--- config.mk ---
export PLATFORM = sky130hd
export DESIGN_NAME = fli_alu
export DESIGN_NICKNAME = d
export VERILOG_FILES = /design/src/rtl/core/fli_pkg.sv /design/src/rtl/core/fli_alu.sv
export SDC_FILE = /design/constraint.sdc
export NUM_CORES = 1
export LEC_CHECK = 0
export BUFFER_PORTS_ARGS = -buffer_cell sky130_fd_sc_hd__buf_2
export CAP_MARGIN = 0
export CORE_MARGIN = 1
export CORE_UTILIZATION = 53
export CTS_CLUSTER_DIAMETER = 100
export CTS_CLUSTER_SIZE = 16
export DETAILED_ROUTE_END_ITERATION = 10
export PLACE_DENSITY = 0.77
export SLEW_MARGIN = 5
export SYNTH_ARGS = -nofsm -noshare
export SYNTH_HDL_FRONTEND = slang
export SYNTH_SLANG_ARGS = --single-unit
--- constraint.sdc ---
create_clock -name i_clk -period 5.82 [get_ports i_clk]
set_clock_uncertainty 0.2 [all_clocks]
set_input_delay 0.582 -clock i_clk [delete_from_list [all_inputs] [get_ports i_clk]]
set_output_delay 0.582 -clock i_clk [all_outputs]
set_load 0.03 [all_outputs]
--- src/rtl/core/fli_pkg.sv ---
// shared types and constants of the field map interpolator
// no dependencies
package fli_pkg;

    localparam int TABLE_DEPTH = 1024;
    localparam int TABLE_AW    = $clog2(TABLE_DEPTH);

    localparam int POS_W   = 24;
    localparam int FIELD_W = 32;
    localparam int CNT_W   = 11;
    localparam int CFG_AW  = 2;
    localparam int CFG_DW  = 24;

    // shared multiply / divide unit widths
    localparam int MCAND_W   = FIELD_W + 1;          // |f1 - f0|
    localparam int MPLIER_W  = POS_W + 1;            // |q - p0|, |p1 - p0|
    localparam int ACC_W     = MCAND_W + MPLIER_W - 1;
    localparam int MUL_STEPS = MPLIER_W;
    localparam int DIV_STEPS = ACC_W;
    localparam int STEP_W    = $clog2(DIV_STEPS + 1);

    typedef enum logic {
        OP_WRITE = 1'b0,
        OP_QUERY = 1'b1
    } t_op;

    typedef enum logic [1:0] {
        ST_OK     = 2'd0,
        ST_WINDOW = 2'd1,
        ST_NOSEG  = 2'd2,
        ST_ZERO   = 2'd3
    } t_status;

    typedef enum logic [CFG_AW-1:0] {
        REG_WINDOW_LOW     = 2'd0,
        REG_WINDOW_HIGH    = 2'd1,
        REG_ENTRIES_IN_USE = 2'd2
    } t_reg_idx;

    typedef struct packed {
        t_op                        operation;
        logic [9:0]                 entry_index;
        logic signed [POS_W-1:0]    position;
        logic signed [FIELD_W-1:0]  field_value;
    } t_fli_in;

    typedef struct packed {
        logic signed [FIELD_W-1:0]  field_z;
        t_status                    status;
    } t_fli_out;

    typedef struct packed {
        logic signed [POS_W-1:0]    position;
        logic signed [FIELD_W-1:0]  field_value;
    } t_fli_entry;

    typedef struct packed {
        logic                  mul_go;
        logic                  div_go;
        logic [MCAND_W-1:0]    mcand;
        logic [MPLIER_W-1:0]   mplier;
        logic [MPLIER_W-1:0]   divisor;
    } t_alu_req;

    typedef struct packed {
        logic                  done;
        logic [ACC_W-1:0]      acc;
    } t_alu_rsp;

endpackage

--- src/rtl/core/fli_alu.sv ---
// shared shift-add multiplier and restoring divider on magnitudes
// product stays in the accumulator and becomes the dividend; uses fli_pkg
module fli_alu
    import fli_pkg::*;
(
    input  logic      i_clk,
    input  logic      i_rst_n,
    input  t_alu_req  i_req,
    output t_alu_rsp  o_rsp
);

    typedef enum logic [1:0] {
        A_IDLE,
        A_MUL,
        A_DIV
    } t_mode;

    t_mode                r_mode;
    logic                 r_done;
    logic [STEP_W-1:0]    r_cnt;
    logic [ACC_W-1:0]     r_acc;
    logic [MCAND_W-1:0]   r_mcand;
    logic [MPLIER_W-1:0]  r_mplier;
    logic [MPLIER_W-1:0]  r_div;
    logic [MPLIER_W-1:0]  r_rem;

    logic [ACC_W-1:0]     mul_next;
    logic [MPLIER_W:0]    trial;
    logic [MPLIER_W+1:0]  diff;
    logic                 fit;

    always_comb begin
        mul_next = {r_acc[ACC_W-2:0], 1'b0}
                 + (r_mplier[MPLIER_W-1] ? ACC_W'(r_mcand) : '0);
        trial    = {r_rem, r_acc[ACC_W-1]};
        diff     = {1'b0, trial} - {2'b00, r_div};
        fit      = ~diff[MPLIER_W+1];
    end

    always_ff @(posedge i_clk) begin
        if (!i_rst_n) begin
            r_mode <= A_IDLE;
            r_done <= 1'b0;
            r_cnt  <= '0;
        end else begin
            r_done <= 1'b0;
            case (r_mode)
                A_IDLE: begin
                    r_cnt <= '0;
                    if (i_req.mul_go) begin
                        r_acc    <= '0;
                        r_mcand  <= i_req.mcand;
                        r_mplier <= i_req.mplier;
                        r_mode   <= A_MUL;
                    end else if (i_req.div_go) begin
                        r_rem  <= '0;
                        r_div  <= i_req.divisor;
                        r_mode <= A_DIV;
                    end
                end
                A_MUL: begin
                    r_acc    <= mul_next;
                    r_mplier <= {r_mplier[MPLIER_W-2:0], 1'b0};
                    r_cnt    <= r_cnt + 1'b1;
                    if (r_cnt == STEP_W'(MUL_STEPS - 1)) begin
                        r_mode <= A_IDLE;
                        r_done <= 1'b1;
                    end
                end
                A_DIV: begin
                    r_acc <= {r_acc[ACC_W-2:0], fit};
                    r_rem <= fit ? diff[MPLIER_W-1:0] : trial[MPLIER_W-1:0];
                    r_cnt <= r_cnt + 1'b1;
                    if (r_cnt == STEP_W'(DIV_STEPS - 1)) begin
                        r_mode <= A_IDLE;
                        r_done <= 1'b1;
                    end
                end
                default: begin
                    r_mode <= A_IDLE;
                end
            endcase
        end
    end

    assign o_rsp.done = r_done;
    assign o_rsp.acc  = r_acc;

endmodule

### Word level (Yosys, flattened, before mapping)

Index checks and enable logic that the tools add are counted.

| cells by class | value |
|---|---|
| $add $sub $neg | 3 |
| equal/unequal tests | 10 |
| multiplexer cells | 18 |
| bitwise gates (word level) | 2 |
| reductions and logical operators | 12 |

Operators with widths:

| operator | count |
|---|---|
| $pmux W57 S3 | 1 |
| $mux W25 | 4 |
| $pmux W25 S2 | 2 |
| $add A57 B33 Y57 | 1 |
| $mux W57 | 1 |
| $mux W33 | 1 |
| $sub A26 B25 Y27 | 1 |
| $pmux W6 S2 | 1 |
| $reduce_and A3 Y1 | 4 |
| $ne A2 B2 Y1 const B | 5 |
| $mux W2 | 4 |
| $reduce_and A4 Y1 | 2 |
| $add A6 B1 Y6 const B | 1 |
| $eq A6 B5 Y1 const B | 1 |
| $eq A6 B6 Y1 const B | 1 |
| $pmux W2 S3 | 1 |
| $reduce_bool A2 Y1 | 3 |
| $ne A3 B3 Y1 const B | 1 |
| $reduce_bool A3 Y1 | 1 |
| $eq A2 B1 Y1 const B | 1 |
| $eq A2 B2 Y1 const B | 1 |
| $logic_not A2 Y1 | 1 |
| $mux W1 | 2 |
| $not A1 Y1 | 2 |
| other kinds (2) | 2 |

| storage, ports and cells | value |
|---|---|
| register bits after elaboration | 174 |
| input port bits | 87 |
| output and inout port bits | 58 |
| logic and storage cells | 53 |

### Longest topological paths before layout

| depth | value |
|---|---|
| word-level depth | 3 |
| gate-level depth with buffers | 15 |
| mapped depth without buffers | 13 |

### Worst setup path before layout

OpenSTA, ideal clock, no wires.

| timing path | value |
|---|---|
| path type | input to register |
| from | input port i_rst_n |
| to | register r_acc[0] (enable) |
| setup time | 554 ps |
| arrival | 4999 ps |
| required time | 5066 ps |
| setup slack | 67 ps |
| stages | 2 |
| buffers on the path | 1 |
| cell sequence | clkbuf_1 > nor3b_1 |

| between the ends | value |
|---|---|
| cells in the longest elaborated chain, start to end | 1 |

Ends and longest elaborated chain:

| element | RTL line | text |
|---|---|---|
| start, declared | fli_alu.sv:7 | `input logic i_rst_n,` |
| $reduce_and A3 Y1 (no source line) | - |  |
| end signal, assigned | fli_alu.sv:62 | `r_acc <= mul_next;` |
| end signal, assigned | fli_alu.sv:71 | `r_acc <= {r_acc[ACC_W-2:0], fit};` |
| end, declared | fli_alu.sv:21 | `logic [ACC_W-1:0] r_acc;` |

Every way passes these cells.
A chain may end at the register's enable or synchronous reset.

### Worst setup path after layout

| timing path | value |
|---|---|
| from | register r_mplier[24] |
| to | register r_acc[49] (data pin) |

| between the ends | value |
|---|---|
| cells in the longest elaborated chain, start to end | 3 |

Ends and longest elaborated chain:

| element | RTL line | text |
|---|---|---|
| start, declared | fli_alu.sv:23 | `logic [MPLIER_W-1:0] r_mplier;` |
| start signal, assigned | fli_alu.sv:53 | `r_mplier <= i_req.mplier;` |
| start signal, assigned | fli_alu.sv:63 | `r_mplier <= {r_mplier[MPLIER_W-2:0], 1'b0};` |
| $mux W33 | fli_alu.sv:34 | `+ (r_mplier[MPLIER_W-1] ? ACC_W'(r_mcand) : '0);` |
| $add A57 B33 Y57 | fli_alu.sv:34 |  |
| $pmux W57 S3 | fli_alu.sv:47 | `case (r_mode)` |

Every way passes these cells.

==> flow_summary.ini <==
[run_status]
outcome = completed

[clock_tree]
cts-root-buf = clkbuf_16
cts_tree = yes
cts-resized-gates = 0
numClockSinks = 174
ctsHoldBuffers = 0
cts.reportedPaths.clkPinSlew_ns = 0.07
post_cts_buffers = 0
clockBufferDepth = 2
cts_made_buffers = 17
htreeDepth = 4
clock_latency_ns = 0.44

[critical_path]
timing.rr.start = r_mplier[24]$_DFFE_PP_
cp_data_required_time_ns = 5.81
cp-end-kind = flip-flop
cp-start-kind = flip-flop
rrSetupSlack_ns = 1.06
worstPathArrival_ns = 4.74
crit_type = flip-flop to flip-flop
timing.rr.end = r_acc[49]$_DFFE_PP_
cp_max_fo = 19
r2r_cells = 14

[sta]
finalSetupViolCount = 0
fmax_ghz = 0.2103
slew_violations = 0
relSlewSlack_pct = 23.13
min_period_ns = 4.755
post-route-period-util_pct = 81.71
tightest_slew_ns = 1.153
hold_viol = 0
rsz0062_at_grt = no
fin_setup_tns_ns = 0
worst_slack_ns = 1.065

[detailed_routing]
via_per_inst = 5.858
dr.pass1.iters = 7
ant_nets = 0
drt_wl_total_mm = 24.45
drt_iter0_drc = 589
vias = 8517
wire_per_inst_um = 16.81
drc = 0

[power]
switchingPower_mw = 1.139
clkPwrFrac_pct = 32.5
seqPwrFrac_pct = 42.6
cellLeakagePower_nw = 5.070
power.density_mw_per_mm2 = 300.4
totalPowerFinal_mw = 3.723
ir_drop_v = 0.0002018
switching_share_pct = 30.59
combPwrFrac_pct = 24.8
internal_power_mw = 2.584

[global_routing]
grt_pass1_vias = 8189
grt_max_degree = 58
grt_use_total_pct = 23.49
grt_antenna_before_repair = 2
grt-ovfl-total = 0
top_usage_layer = met2
grt_use_met1_pct = 30.89
grt_first_pass_wirelength_mm = 40.14
met2_usage_pct = 38.49
grt_util_met3_pct = 4.811

[floorplan]
core-area_sq_mm = 0.01978
die_w_um = 145.0
row_count = 51
start_util_pct = 54.81
die_area_sq_mm = 0.02103
io_pins = 145
die_h_um = 145.0

[yosys]
synth_cells = 1050
synthesis.area_sq_mm = 0.01084
synth_top_area_cell = edfxtp_1
synth.area.top_cells = edfxtp_1 46%, ha_1 7.3%, nand2_1 3.3%
synth_edf_count = 165
synthArstFlopShare_pct = 0
synth-seq-area-share_pct = 47.36
syn_area_per_cell_sq_um = 10.33
synth_nets = 1202
yosysWarningCount = 0
ys_types = 74
ys.flop_type = edfxtp_1
synth_top_area_share_pct = 45.70
ys_ff_latch = 174

[layout]
fin_nets = 1327
syn2layout_area_growth_pct = 14.30
fin_area_sq_mm = 0.01239
final_cell_mix = 165 x edfxtp_1, 144 x buf_2, 96 x nand2_1, 62 x ha_1, 61 x o21ai_0
layout_commonest_cell = edfxtp_1
drive_gt1_share_pct = 18.94

[place]
hpwl_mm = 16.89
gp_congestion = 0.9314
dp_slack_ns = 1.145
io_buffers = 144
dpl_cell_area_sq_mm = 0.01177

[run]
drv_cap = 0

[min_path]
hold_path_depth = 1
hold_class = primary input to flip-flop
min_to = r_mcand[18]$_DFFE_PP_
hold_start = i_req[68]
## worst max-delay path, stage by stage (launching register included)
cell	delay, ns
edfxtp_1	0.66
buf_4	0.30
and2_1	0.16
ha_1	0.19
inv_1	0.07
fa_1	0.37
nand2b_1	0.19
a21o_1	0.20
a211o_1	0.29
a21oi_2	0.18
o2111ai_1	0.28
a31oi_1	0.80
nand4_1	0.23
a21o_1	0.23
a21o_1	0.17
## how the worst max path moves through the flow
stage / endpoint / depth (start not counted) / start
global route: r_acc[49]$_DFFE_PP_ / 14 / r_mplier[24]$_DFFE_PP_
floorplan: r_acc[0]$_DFFE_PP_ / 2 / i_rst_n
finish: r_acc[49]$_DFFE_PP_ / 14 / r_mplier[24]$_DFFE_PP_
CTS: r_acc[49]$_DFFE_PP_ / 14 / r_mplier[24]$_DFFE_PP_
detailed placement: r_acc[49]$_DFFE_PP_ / 14 / r_mplier[24]$_DFFE_PP_
global placement: r_acc[49]$_DFFE_PP_ / 14 / r_mplier[24]$_DFFE_PP_
## power by group through the flow
stage / sequential (mW) / combinational, mW / clock (mW)
detailed placement: 1.61 / 0.914 / 0
finish: 1.59 / 0.924 / 1.21
floorplan: 1.68 / 0.614 / 0
CTS: 1.59 / 0.923 / 1.23
global placement: 1.61 / 0.893 / 0
global route: 1.60 / 1.02 / 1.28
## registers in the layout (all words and copies together) (netlist names)
signal	flops
r_cnt	6
r_acc	57
r_mcand	33
r_div	25
r_mplier	25
r_rem	25
r_done	1
r_mode	2
## kinds of logic (layout without fill, tap and decap cells)
| kind of cell | Yosys count | after routing | share of synthesized area (%) |
|---|---|---|---|
| fa+ha+maj | 65 | 65 | 7.640 |
| other cells | 0 | 1 | 0 |
| flops | 174 | 174 | 47.36 |
| compound gates | 291 | 291 | 17.83 |
| buf+inv | 103 | 241 | 3.820 |
| xor+xnor | 48 | 48 | 3.878 |
| simple gates | 329 | 329 | 15.49 |
| mux | 40 | 40 | 3.981 |
## synthesized netlist by cell type (25+ instances only)
cell type	n
nand3_1	33
xnor2_1	31
mux2_2	25
ha_1	63
a21o_1	30
nand2_1	96
a21oi_1	57
o21ai_0	61
edfxtp_1	165
and2_1	40
nor2b_1	38
clkbuf_1	35
nor2_1	50
inv_1	55
## per-layer routing
layer / share of wire (%) / up-vias
met5: 0.053 / -
li1: - / 4141
met2: 48 / 310
met3: 5.5 / 37
met4: 1.6 / 2
met1: 45 / 4027
## cell type report
| cell class | count | area (sq um) |
|---|---|---|
| Clock inverter | 14 | 186.4 |
| Inverter | 55 | 206.4 |
| Fill cell | 1628 | 7390 |
| Timing Repair Buffer | 154 | 795.8 |
| Clock buffer | 18 | 429.2 |
| Tap cell | 265 | 331.6 |
| Multi-Input combinational cell | 773 | 5305 |
| Antenna cell | 1 | 2.502 |
| Sequential cell | 174 | 5135 |
## metrics by stage
step                      instances  utilization [%]  hold WS, ns
after global routing           1454            62.64      0.09670
after floorplan                1050                -       0.2868
after detailed placement       1421            59.52       0.3292
after CTS                      1453            62.63       0.1025
after global placement         1421            59.52       0.3111
final                          1454            62.64       0.1146
(Power assumes the default switching activity.)
